===== src/sv/fsa_pkg.sv =====
`timescale 1ns / 1ps
// Shared constants, command and status codes, and the link memory request type
// for the free-list slot allocator. No dependencies.
package fsa_pkg;

    localparam int SLOTS  = 64;
    localparam int IDX_W  = 6;
    localparam int LINK_W = 7;

    localparam logic CMD_ACQUIRE = 1'b0;
    localparam logic CMD_RELEASE = 1'b1;

    localparam logic [1:0] ST_OK        = 2'd0;
    localparam logic [1:0] ST_EMPTY     = 2'd1;
    localparam logic [1:0] ST_RANGE     = 2'd2;
    localparam logic [1:0] ST_NONE_HELD = 2'd3;

    typedef struct packed {
        logic              rd_en;
        logic              wr_en;
        logic [IDX_W-1:0]  addr;
        logic [LINK_W-1:0] wr_data;
    } link_req_t;

endpackage


===== src/sv/fsa_link_mem.sv =====
`timescale 1ns / 1ps
// Link memory of the free list: one entry per slot, one access per cycle,
// registered read. Entries never written read as their reset link. Uses fsa_pkg.
module fsa_link_mem
(
    input  logic                          clk,
    input  logic                          rst_n,
    input  fsa_pkg::link_req_t            req,
    output logic [fsa_pkg::LINK_W-1:0]    rd_link
);

    logic [fsa_pkg::LINK_W-1:0] mem [fsa_pkg::SLOTS];
    logic [fsa_pkg::SLOTS-1:0]  valid_reg;
    logic [fsa_pkg::LINK_W-1:0] rd_data_reg;
    logic [fsa_pkg::IDX_W-1:0]  rd_addr_reg;
    logic                       rd_hit_reg;

    always_ff @(posedge clk)
    begin
        if (req.wr_en)
        begin
            mem[req.addr] <= req.wr_data;
        end
        if (req.rd_en)
        begin
            rd_data_reg <= mem[req.addr];
            rd_addr_reg <= req.addr;
        end
    end

    always_ff @(posedge clk or negedge rst_n)
    begin
        if (!rst_n)
        begin
            valid_reg  <= '0;
            rd_hit_reg <= 1'b0;
        end
        else
        begin
            if (req.wr_en)
            begin
                valid_reg[req.addr] <= 1'b1;
            end
            if (req.rd_en)
            begin
                rd_hit_reg <= valid_reg[req.addr];
            end
        end
    end

    // An entry that was never written links to the slot after it.
    assign rd_link = rd_hit_reg ? rd_data_reg
                                : ({1'b0, rd_addr_reg} + fsa_pkg::LINK_W'(1));

endmodule


===== src/sv/free_list_slot_allocator_core.sv =====
`timescale 1ns / 1ps
// Top level of the free-list slot allocator: head, count, control and result register.
// Depends on fsa_pkg and fsa_link_mem.
//
//  Channel  Direction  Handshake            Beat fields
//  in       input      in_valid/in_ready    command, slot_index
//  out      output     out_valid/out_ready  status, granted_index, free_count
//
// A successful acquire passes through the fetch state before the next beat is taken,
// since the new head comes from the link memory read of the granted slot; a release or a rejected command does not.
// The result of each beat is registered at acceptance, and a new beat is taken while it
// waits, provided it is taken in the same cycle.
// After reset all 64 slots are free, linked in index order; no clearing pass is needed.
module free_list_slot_allocator_core
(
    input  logic                          clk,
    input  logic                          rst_n,
    input  logic                          in_valid,
    output logic                          in_ready,
    input  logic                          command,
    input  logic [fsa_pkg::IDX_W-1:0]     slot_index,
    output logic                          out_valid,
    input  logic                          out_ready,
    output logic [1:0]                    status,
    output logic [fsa_pkg::IDX_W-1:0]     granted_index,
    output logic [fsa_pkg::LINK_W-1:0]    free_count
);

    localparam logic S_IDLE  = 1'b0;
    localparam logic S_FETCH = 1'b1;

    localparam logic [fsa_pkg::LINK_W-1:0] SLOTS_L = fsa_pkg::LINK_W'(fsa_pkg::SLOTS);

    logic                          state_reg, state_next;
    logic [fsa_pkg::LINK_W-1:0]    head_reg, head_next;
    logic [fsa_pkg::LINK_W-1:0]    free_total_reg, free_total_next;
    logic                          out_valid_reg, out_valid_next;
    logic [1:0]                    status_reg, status_next;
    logic [fsa_pkg::IDX_W-1:0]     granted_reg, granted_next;
    logic [fsa_pkg::LINK_W-1:0]    count_reg, count_next;

    logic                          in_fire;
    logic                          out_fire;
    logic                          pool_empty;
    logic                          range_bad;
    logic                          acq_ok;
    logic                          rel_ok;
    fsa_pkg::link_req_t            link_req;
    logic [fsa_pkg::LINK_W-1:0]    rd_link;

    fsa_link_mem u_link_mem
    (
        .clk     (clk),
        .rst_n   (rst_n),
        .req     (link_req),
        .rd_link (rd_link)
    );

    assign in_ready  = (state_reg == S_IDLE) && (!out_valid_reg || out_ready);
    assign in_fire   = in_valid && in_ready;
    assign out_fire  = out_valid_reg && out_ready;

    assign pool_empty = (head_reg >= SLOTS_L) || (free_total_reg == '0);
    assign range_bad  = ({1'b0, slot_index} >= SLOTS_L);
    assign acq_ok     = (command == fsa_pkg::CMD_ACQUIRE) && !pool_empty;
    assign rel_ok     = (command == fsa_pkg::CMD_RELEASE) && !range_bad
                        && (free_total_reg < SLOTS_L);

    always_comb
    begin
        link_req.rd_en   = in_fire && acq_ok;
        link_req.wr_en   = in_fire && rel_ok;
        link_req.addr    = (command == fsa_pkg::CMD_ACQUIRE)
                           ? head_reg[fsa_pkg::IDX_W-1:0] : slot_index;
        link_req.wr_data = head_reg;
    end

    always_comb
    begin
        state_next      = state_reg;
        head_next       = head_reg;
        free_total_next = free_total_reg;
        out_valid_next  = out_valid_reg && !out_ready;
        status_next     = status_reg;
        granted_next    = granted_reg;
        count_next      = count_reg;

        unique case (state_reg)
            S_IDLE:
            begin
                if (in_fire)
                begin
                    out_valid_next = 1'b1;
                    granted_next   = '0;
                    count_next     = free_total_reg;
                    if (command == fsa_pkg::CMD_ACQUIRE)
                    begin
                        if (acq_ok)
                        begin
                            status_next     = fsa_pkg::ST_OK;
                            granted_next    = head_reg[fsa_pkg::IDX_W-1:0];
                            free_total_next = free_total_reg - fsa_pkg::LINK_W'(1);
                            count_next      = free_total_next;
                            state_next      = S_FETCH;
                        end
                        else
                        begin
                            status_next = fsa_pkg::ST_EMPTY;
                        end
                    end
                    else if (range_bad)
                    begin
                        status_next = fsa_pkg::ST_RANGE;
                    end
                    else if (!rel_ok)
                    begin
                        status_next = fsa_pkg::ST_NONE_HELD;
                    end
                    else
                    begin
                        status_next     = fsa_pkg::ST_OK;
                        head_next       = {1'b0, slot_index};
                        free_total_next = free_total_reg + fsa_pkg::LINK_W'(1);
                        count_next      = free_total_next;
                    end
                end
            end
            S_FETCH:
            begin
                head_next  = rd_link;
                state_next = S_IDLE;
            end
            default:
            begin
                state_next = S_IDLE;
            end
        endcase
    end

    always_ff @(posedge clk or negedge rst_n)
    begin
        if (!rst_n)
        begin
            state_reg      <= S_IDLE;
            head_reg       <= '0;
            free_total_reg <= SLOTS_L;
            out_valid_reg  <= 1'b0;
        end
        else
        begin
            state_reg      <= state_next;
            head_reg       <= head_next;
            free_total_reg <= free_total_next;
            out_valid_reg  <= out_valid_next;
        end
    end

    always_ff @(posedge clk)
    begin
        status_reg  <= status_next;
        granted_reg <= granted_next;
        count_reg   <= count_next;
    end

    assign out_valid     = out_valid_reg;
    assign status        = status_reg;
    assign granted_index = granted_reg;
    assign free_count    = count_reg;

    a_count_bound: assert property (@(posedge clk) disable iff (!rst_n)
        free_total_reg <= SLOTS_L)
        else $error("free count exceeds pool size");

    a_acquire_fetch: assert property (@(posedge clk) disable iff (!rst_n)
        in_fire && acq_ok |=> state_reg == S_FETCH)
        else $error("granted acquire did not fetch the next head");

    a_fetch_single: assert property (@(posedge clk) disable iff (!rst_n)
        state_reg == S_FETCH |=> state_reg == S_IDLE)
        else $error("head fetch lasted more than one cycle");

    a_result_loaded: assert property (@(posedge clk) disable iff (!rst_n)
        in_fire |=> out_valid_reg)
        else $error("accepted beat produced no result");

    a_no_drop: assert property (@(posedge clk) disable iff (!rst_n)
        out_valid_reg && !out_ready && !in_fire |=> out_valid_reg && $stable(count_reg))
        else $error("pending result lost");

endmodule


===== config.mk =====
export PLATFORM = sky130hd
export DESIGN_NAME = free_list_slot_allocator_core
export DESIGN_NICKNAME = d
export VERILOG_FILES = /design/src/sv/fsa_pkg.sv /design/src/sv/fsa_link_mem.sv /design/src/sv/free_list_slot_allocator_core.sv
export SDC_FILE = /design/constraint.sdc
export NUM_CORES = 1
export LEC_CHECK = 0
export ABC_CLOCK_PERIOD_IN_PS = 3400
export BUFFER_PORTS_ARGS = -buffer_cell sky130_fd_sc_hd__buf_2
export CAP_MARGIN = 0
export CORE_MARGIN = 2
export CORE_UTILIZATION = 45
export DETAILED_ROUTE_END_ITERATION = 10
export SLEW_MARGIN = 20
export SYNTH_ARGS = -nofsm -noshare
export SYNTH_HDL_FRONTEND = slang
export SYNTH_SLANG_ARGS = --single-unit

===== constraint.sdc =====
create_clock -name clk -period 3.4 [get_ports clk]
set_clock_uncertainty 0.05 [all_clocks]
set_input_delay 0.68 -clock clk [delete_from_list [all_inputs] [get_ports clk]]
set_output_delay 0.68 -clock clk [all_outputs]
set_load 0.03 [all_outputs]

==> results of run 1 <==
==> cell families (layout without fill, tap and decap cells) <==
logic type	count (synthesis)	after routing	share of synthesized area, %
buffers and inverters	87	320	1.904
flip-flops	557	557	75.97
AO/OA/AOI/OAI	331	331	11.19
XOR/XNOR	14	14	0.5707
adder cells (fa/ha/maj)	4	4	0.2330
multiplexers	59	59	2.988
AND/OR/NAND/NOR	299	299	7.140
==> worst max path at each step <==
stage,cells past startpoint,startpoint,to,slack (ns)
finish,8,head_reg[1]$_DFFE_PN0P_,u_link_mem.rd_data_reg[1]$_DFFE_PP_,0.11
global route,8,head_reg[1]$_DFFE_PN0P_,u_link_mem.rd_data_reg[1]$_DFFE_PP_,0.02
CTS,8,head_reg[1]$_DFFE_PN0P_,u_link_mem.rd_data_reg[1]$_DFFE_PP_,0.16
detailed placement,10,command,u_link_mem.rd_data_reg[1]$_DFFE_PP_,-0.23
global placement,10,command,u_link_mem.rd_data_reg[1]$_DFFE_PP_,-0.27
floorplan,7,head_reg[1]$_DFFE_PN0P_,u_link_mem.mem[62][0]$_DFFE_PP_,0.02
==> stage by stage <==
stage | util (%) | setup TNS, ns
after global placement | 49.68 | -0.2680
after floorplan | - | 0
final | 53.49 | 0
after CTS | 53.49 | 0
after detailed placement | 49.68 | -0.2688
after global routing | 53.49 | 0
==> what timing repair did <==
| item | CTS | global route |
|---|---|---|
| endpoints found under the hold margin | 8 | 0 |
| setup endpoints to repair | 0 | 0 |
| hold buffers | 1 | 0 |
==> synthesized netlist by cell type (all sizes together), types with 4 or more instances <==
library cell,number
a21oi,20
a222oi,22
a22o,7
a22oi,158
a31oi,37
a41oi,18
and2,11
and4,5
and4b,4
buf,46
clkbuf,31
dfrtp,80
edfxtp,476
ha,4
inv,10
mux2,28
mux2i,31
nand2,64
nand2b,6
nand3,8
nand4,4
nor2,91
nor2b,4
nor4,13
nor4b,5
nor4bb,5
o21ai,36
o22a,4
o22ai,8
or2,71
xnor2,11
==> power by group <==
group | switching, mW | internal, mW
combinational | 2.92 | 1.53
sequential | 0.426 | 8.75
clock | 2.56 | 3.52
total | 5.90 | 13.8
==> cell type report <==
class                   instances  area, um^2  share of cell area (%)
clock buffers                  74        1486                   5.857
clock inverters                28       311.5                   1.228
inverters                      10       37.54                  0.1479
multi-input cells             707        4756                   18.74
flip-flops and latches        557       16330                   64.35
well taps                     615       769.5                   3.032
repair buffers                208        1687                   6.646
==> worst max-delay path: stages, from the launching register on <==
cell      delay (ns)
dfrtp_2         0.65
nor4bb_1        0.14
or2_2           0.50
buf_4           0.24
a22oi_1         0.28
a31oi_1         0.17
nor4_1          0.71
buf_4           0.24
nand2_1         0.05
==> layer usage <==
| layer | up-vias | track usage, % | share of wire, % |
|---|---|---|---|
| li1 | 5728 | - | - |
| met3 | 125 | 5.171 | 9.1 |
| met4 | 2 | 9.764 | 3.6 |
| met5 | - | 0 | 0.016 |
| met1 | 6753 | 35.11 | 42 |
| met2 | 676 | 37.36 | 45 |
==> flow_summary.toml, run 1 <==
[die]
rows = 80
start_util_pct = 45.28
core-area_um2 = 47450
ioPinCount = 28
die_area_um2 = 49510
die_y_um = 222.5
die_w_um = 222.5

[finish]
design_area_um2 = 25380
syn_to_final_growth_pct = 18.12
finalNetCount = 1553
layout-drive-gt1-share_pct = 25.32
stdcell_count = 2199
diodes = 0
layout_commonest_cell = "edfxtp_1"
largest_register_ffs = 448
fillCellCount = 3828
final_cell_mix = "edfxtp_1 (476), buf_4 (166), a22oi_1 (158)"

[setup_path]
cp-end-kind = "flip-flop"
r2r_setup_slack_ns = 0.11
path_max_fanout = 22
path_class = "reg2reg"
timing.rr.end = "u_link_mem.rd_data_reg[1]$_DFFE_PP_"
r2r.worst_path.cells = 8
arrival_ns = 3.62
rr_startpoint = "head_reg[1]$_DFFE_PN0P_"
worstPathRequired_ns = 3.73
start_kind = "flip-flop"

[worst_hold_path]
whs_endpoint = "out_valid$_DFF_PN0_"
min_path_cells = 3
worstHoldStart = "in_valid"
min_path_type = "in2reg"

[yosys]
syn_nets = 1366
ys_types = 62
syn_avg_cell_area_um2 = 15.90
synth_area_um2 = 21480
yosys.area.top_type_share_pct = 66.53
yosys_register_bits = 557
synthArstFlopShare_pct = 14.54
yosys_warnings = 0
yosys-top-cells-area = "edfxtp_1 (67%), dfrtp_1 (9.3%), a22oi_1 (5.5%)"
ys.flop_type = "edfxtp_1"
yosysTopAreaCell = "edfxtp_1"
yosysSeqAreaShare_pct = 75.97
synth_edf_count = 476
syn_inst = 1351

[timing]
rsz0062_at_grt = "false"
fin_crit_ns = 3.292
drv_slew = 0
timing.final.crit_share_pct = 96.83
finalSetupViolCount = 0
maxSlewHeadroom_pct = 40.70
fmax_mhz = 303.7
holdWs_ns = 0.2766
finalHoldViolCount = 0
setup_slack_ns = 0.1076
tightestPinTransition_ns = 0.8862

[clocking]
cts_resized = 0
clock_sinks = 557
cts_buffer_depth = 3
clkTransAtPathRegs_ns = 0.07
cts_tree = "done"
cts_root_buffer = "clkbuf_16"
h-tree-depth = 2
post_cts_buffers = 0
cts_buffers = 54
clock_latency_ns = 0.62

[grt]
grt_pass1_vias = 13211
grt_pass1_wl_mm = 89.44
antenna_found_initial = 1
grt.overflow.total = 0
grtUsageTotal_pct = 24.67
grt_max_degree = 74

[route]
ant_nets = 0
vias_per_cell = 6.041
first_iter_violations = 1903
vias = 13284
post-route-drc-count = 0
drtPass1Iterations = 8
routed_wl_mm = 60.62
post_drt_wl_per_cell_um = 27.57

[status]
outcome = "finished, final reports clean"

[place]
dp_slack_ns = -0.2274
place_area_um2 = 23570
gp_congestion = 0.8837
dpl.hpwl_mm = 39.29
portBuffers = 27
dpl.cell_count = 2096

[power]
power_leakage_nw = 8.941
power_mw = 19.70
powerDensity_nw_per_um2 = 776.3
ir_drop_mv = 0.3732

[job]
cap_viol_max_count = 0
No activity file was read; power rests on OpenSTA's default activity.
==> inputs of run 2 (changes only) <==
Settings changed: ABC_CLOCK_PERIOD_IN_PS 3400 to 3700, PLACE_DENSITY_LB_ADDON set to 0.3.
Clock period 3.4 ns to 3.7 ns, I/O delays scaled along.
==> run 2 against run 1 <==
Net effect:
- count of clock-buffer cells in the layout grew 6
- register-to-register slack gained 0.13 ns
- non-clock buffer count shrank 45
- combinational power shrank 13%
- critical path type unchanged
- sequential share of layout area grew 0.74 points
- largest cell class unchanged
- critical path depth grew 1
==> flow_summary.toml, run 2 (synthesis results as in run 1) <==
[clocking]
clock_latency_ns = 0.62
clock_sinks = 557
cts_root_buffer = "clkbuf_16"
cts_buffer_depth = 3
post_cts_buffers = 0
cts_tree = "done"
cts_buffers = 55
h-tree-depth = 2
cts_resized = 0
postCtsHoldBufs = 0
clkTransAtPathRegs_ns = 0.06

[setup_path]
path_cells = "mux2i_4, inv_2, buf_4, mux2_2, a222oi_1, a31oi_1, buf_4, nor4_1, nand2_1"
worstPathRequired_ns = 3.99
cp-end-kind = "flip-flop"
r2r_setup_slack_ns = 0.24
start_kind = "flip-flop"
rr_startpoint = "head_reg[0]$_DFFE_PN0P_"
path_max_fanout = 21
timing.rr.end = "u_link_mem.rd_data_reg[1]$_DFFE_PP_"
critical-path-slowest-cell = "nor4_1"
path_common_cell = "buf_4"
arrival_ns = 3.75
path_class = "reg2reg"
r2r.worst_path.cells = 9
max_stage_delay_ns = 0.77

[die]
rows = 80
die_y_um = 222.5
die_w_um = 222.5
core-area_um2 = 47450
die_area_um2 = 49510
ioPinCount = 28
start_util_pct = 45.28

[timing]
timing.final.crit_share_pct = 93.63
rsz0062_at_grt = "false"
fmax_mhz = 288.7
tightestPinTransition_ns = 1.014
fin_crit_ns = 3.464
finalSetupViolCount = 0
finalHoldViolCount = 0
drv_slew = 0
final.setup.tns_ns = 0
maxSlewHeadroom_pct = 32.40

[grt]
grt_pass1_wl_mm = 85.28
grt_pass1_vias = 12855
grt.overflow.total = 0
antenna_found_initial = 2
grtUsageTotal_pct = 23.51
grt_max_degree = 68

[finish]
layout-drive-gt1-share_pct = 23.82
seq_area_um2 = 16330
largest_register_ffs = 448
stdcell_count = 2156
fillCellCount = 3800
layout_commonest_cell = "edfxtp_1"
diodes = 0
multiInputGateArea_um2 = 4756
syn_to_final_growth_pct = 16.77
finalNetCount = 1509
fin_util_pct = 52.88
final_cell_mix = "edfxtp_1 (476), a22oi_1 (158), buf_4 (130)"

[route]
routed_wl_mm = 58.15
ant_nets = 0
post-route-drc-count = 0
vias_per_cell = 6.027
drtPass1Iterations = 6
vias = 12994
first_iter_violations = 1571
post_drt_wl_per_cell_um = 26.97

[worst_hold_path]
min_path_type = "in2async"

[power]
power_leakage_nw = 8.759
powerDensity_nw_per_um2 = 725.1
ir_drop_mv = 0.3936

[place]
dpl.cell_count = 2051
gp_congestion = 0.9046
dpl.hpwl_mm = 36.96
portBuffers = 27

[status]
outcome = "finished, final reports clean"

[job]
cap_viol_max_count = 0
run 2: worst max path at each step:
| stage | from | end | slack (ns) |
|---|---|---|---|
| 2_1_floorplan | head_reg[0]$_DFFE_PN0P_ | u_link_mem.mem[31][0]$_DFFE_PP_ | 0.21 |
| 3_3_place_gp | command | u_link_mem.rd_data_reg[1]$_DFFE_PP_ | -0.19 |
| 3_5_place_dp | command | u_link_mem.rd_data_reg[1]$_DFFE_PP_ | -0.12 |
| 4_1_cts | head_reg[0]$_DFFE_PN0P_ | u_link_mem.rd_data_reg[1]$_DFFE_PP_ | 0.22 |
| 5_1_grt | head_reg[0]$_DFFE_PN0P_ | u_link_mem.rd_data_reg[6]$_DFFE_PP_ | 0.17 |
| 6_report | head_reg[0]$_DFFE_PN0P_ | u_link_mem.rd_data_reg[1]$_DFFE_PP_ | 0.24 |
run 2: cell type report:
cell class | count | share of cell area [%]
multi-input combinational | 707 | 18.96
sequential | 557 | 65.09
timing repair buffer | 163 | 4.967
tap | 615 | 3.067
clock buffer | 80 | 6.558
clock inverter | 24 | 1.207
inverter | 10 | 0.1496
run 2: critical path, delay by kind of cell, from the launching register on:
family / cells / cell delay, ns
AND/OR/NAND/NOR: 2 / 0.86
buffers and inverters: 3 / 0.72
flip-flops: 1 / 0.65
multiplexers: 2 / 0.48
AO/OA/AOI/OAI: 2 / 0.43
run 2: metrics by stage:
stage                     power (mW)  hold WS, ns  setup WS (ns)  instance area (um^2)
after CTS                      18.24       0.2637         0.2160                 25070
after floorplan                10.62       0.3889         0.2057                 21480
after detailed placement       12.38       0.4021        -0.1158                 23120
after global routing           18.81      0.04063         0.1695                 25090
final                          18.19      0.02046         0.2357                 25090
after global placement         12.28       0.4006        -0.1864                 23120
run 2: layer usage:
layer	GRT usage (%)	part of all wire (%)	vias to the layer above
li1	-	-	5653
met1	32.09	40	6530
met2	35.79	45	689
met3	6.943	10	118
met4	8.876	3.7	4
met5	0	0.046	-
run 2: report_power, final:
part | switching [mW] | internal (mW)
Sequential | 0.414 | 8.03
Combinational | 2.58 | 1.27
Clock | 2.38 | 3.52
Total | 5.37 | 12.8
==> inputs of run 3 (changes only) <==
Settings changed: CORE_UTILIZATION 45 to 25, PLACE_DENSITY_LB_ADDON 0.3 to not set.
==> run 3 against run 2 <==
Net effect:
- worst hold slack better by 0.12 ns
- clock power shrank 9.3%
- non-clock buffer count increased by 12
==> flow_summary.toml, run 3 (synthesis results as in run 1) <==
[status]
outcome = "finished, final reports clean"

[setup_path]
arrival_ns = 3.75
path_cells = "nor4b_1, a31o_2, buf_4, a22oi_1, a41oi_1, nor4_1, o2111ai_1"
cp_top_family = "compound AO/OA/AOI/OAI gates"
worstPathRequired_ns = 3.96
critical-path-slowest-cell = "nor4_1"
start_kind = "flip-flop"
max_stage_delay_ns = 0.70
path_max_fanout = 20
cp-end-kind = "flip-flop"
path_class = "reg2reg"
crit_buf_inv = 1

[finish]
layout_commonest_cell = "edfxtp_1"
final_cell_mix = "edfxtp_1 (476), a22oi_1 (158), buf_4 (139)"
finalNetCount = 1519
fillCellCount = 8474
largest_register_ffs = 448
syn_to_final_growth_pct = 19.25
seq_area_um2 = 16330
fin_util_pct = 30.09
diodes = 0
design_area_um2 = 25620
layout-drive-gt1-share_pct = 23.75
multiInputGateArea_um2 = 4762

[route]
wl_met1_mm = 24.83
routed_wl_mm = 60.30
dr.max_layer_used = "met5"
vias = 13237
met2_length_mm = 28.15
post_drt_wl_per_cell_um = 22.42
vias_per_cell = 4.923
ant_nets = 0
post-route-drc-count = 0
route.met3.wl_mm = 4.929
first_iter_violations = 1712
drtPass1Iterations = 7

[timing]
finalSetupViolCount = 0
tightestPinTransition_ns = 0.8727
holdWs_ns = 0.1379
finalHoldViolCount = 0
fmax_mhz = 286.4
setup_slack_ns = 0.2081
drv_slew = 0
rsz0062_at_grt = "false"
maxSlewHeadroom_pct = 41.82
fin_crit_ns = 3.492
final.setup.tns_ns = 0
timing.final.crit_share_pct = 94.38

[clocking]
clock_sinks = 557
cts_buffers = 53
h-tree-depth = 2
cts_resized = 0
cts_tree = "done"
cts_buffer_depth = 3
post_cts_buffers = 0
cts_root_buffer = "clkbuf_16"
postCtsHoldBufs = 0
clock_latency_ns = 0.61
clkTransAtPathRegs_ns = 0.06

[die]
core-area_um2 = 85150
start_util_pct = 25.23
die_y_um = 297.2
ioPinCount = 28
rows = 107
die_area_um2 = 88300
die_w_um = 297.2

[grt]
antenna_found_initial = 0
grt_pass1_vias = 12884
grtUsageTotal_pct = 13.24
grt_max_degree = 69
grt_pass1_wl_mm = 88.65
grt.overflow.total = 0

[place]
portBuffers = 27
place_area_um2 = 23920
gp_congestion = 0.9491
dp_slack_ns = -0.2250
dpl.hpwl_mm = 38.50

[worst_hold_path]
min_path_type = "in2async"

[job]
cap_viol_max_count = 0

[power]
power_leakage_nw = 8.708
powerDensity_nw_per_um2 = 692.2
ir_drop_mv = 0.4426
## run 3: cell count changes in the layout (fill, tap and decap cells not counted), sizes merged
cell	previous run	this run
clkinv	14	15
clkbuf	80	73
bufinv	6	4
buf	163	175
## run 3: metal layers
metal / global-route usage, % / vias to the layer above
met5: 0.2706 / -
met4: 5.291 / 2
met3: 2.184 / 120
met2: 21.18 / 667
met1: 17.89 / 6789
li1: - / 5659
## run 3: worst paths after layout
path | start | end | slack (ns) | depth (start not counted)
worst max-delay path | head_reg[0]$_DFFE_PN0P_ | u_link_mem.rd_data_reg[5]$_DFFE_PP_ | 0.21 | 7
worst min-delay path | rst_n | u_link_mem.valid_reg[57]$_DFFE_PN0P_ | 0.14 | 1
worst max register to register | head_reg[0]$_DFFE_PN0P_ | u_link_mem.rd_data_reg[5]$_DFFE_PP_ | 0.21 | 7
worst min register to register | u_link_mem.valid_reg[62]$_DFFE_PN0P_ | u_link_mem.valid_reg[62]$_DFFE_PN0P_ | 0.42 | 1
max in group asynchronous | rst_n | free_total_reg[6]$_DFFE_PN1P_ | 2.76 | 2
min in group clk | in_valid | out_valid$_DFF_PN0_ | 0.35 | 3
## run 3: final cells by class
cell class | count | area share [%]
clock inverters | 23 | 0.8644
well taps | 1144 | 5.587
clock buffers | 73 | 5.743
repair buffers | 175 | 5.328
inverters | 10 | 0.1465
multi-input cells | 707 | 18.59
flip-flops and latches | 557 | 63.74
## run 3: report_power, final
part           internal [mW]  switching [mW]  total, mW
Sequential              8.04           0.379       8.42
Clock                   3.05            2.30       5.35
Combinational           1.30            2.66       3.96
Total                   12.4            5.34       17.7
## run 3: metrics by stage
step | total power, mW | cells
final | 17.73 | 2689
after global placement | 12.38 | 2593
after CTS | 17.80 | 2689
after global routing | 18.34 | 2689
after floorplan | 10.62 | 1351
after detailed placement | 12.48 | 2593
## run 3: worst reg2reg max path: stages (launching register included)
cell and delay, ns:
dfrtp_2 0.54, nor4b_1 0.22, a31o_2 0.49, buf_4 0.30, a22oi_1 0.38, a41oi_1 0.29
nor4_1 0.70, o2111ai_1 0.24
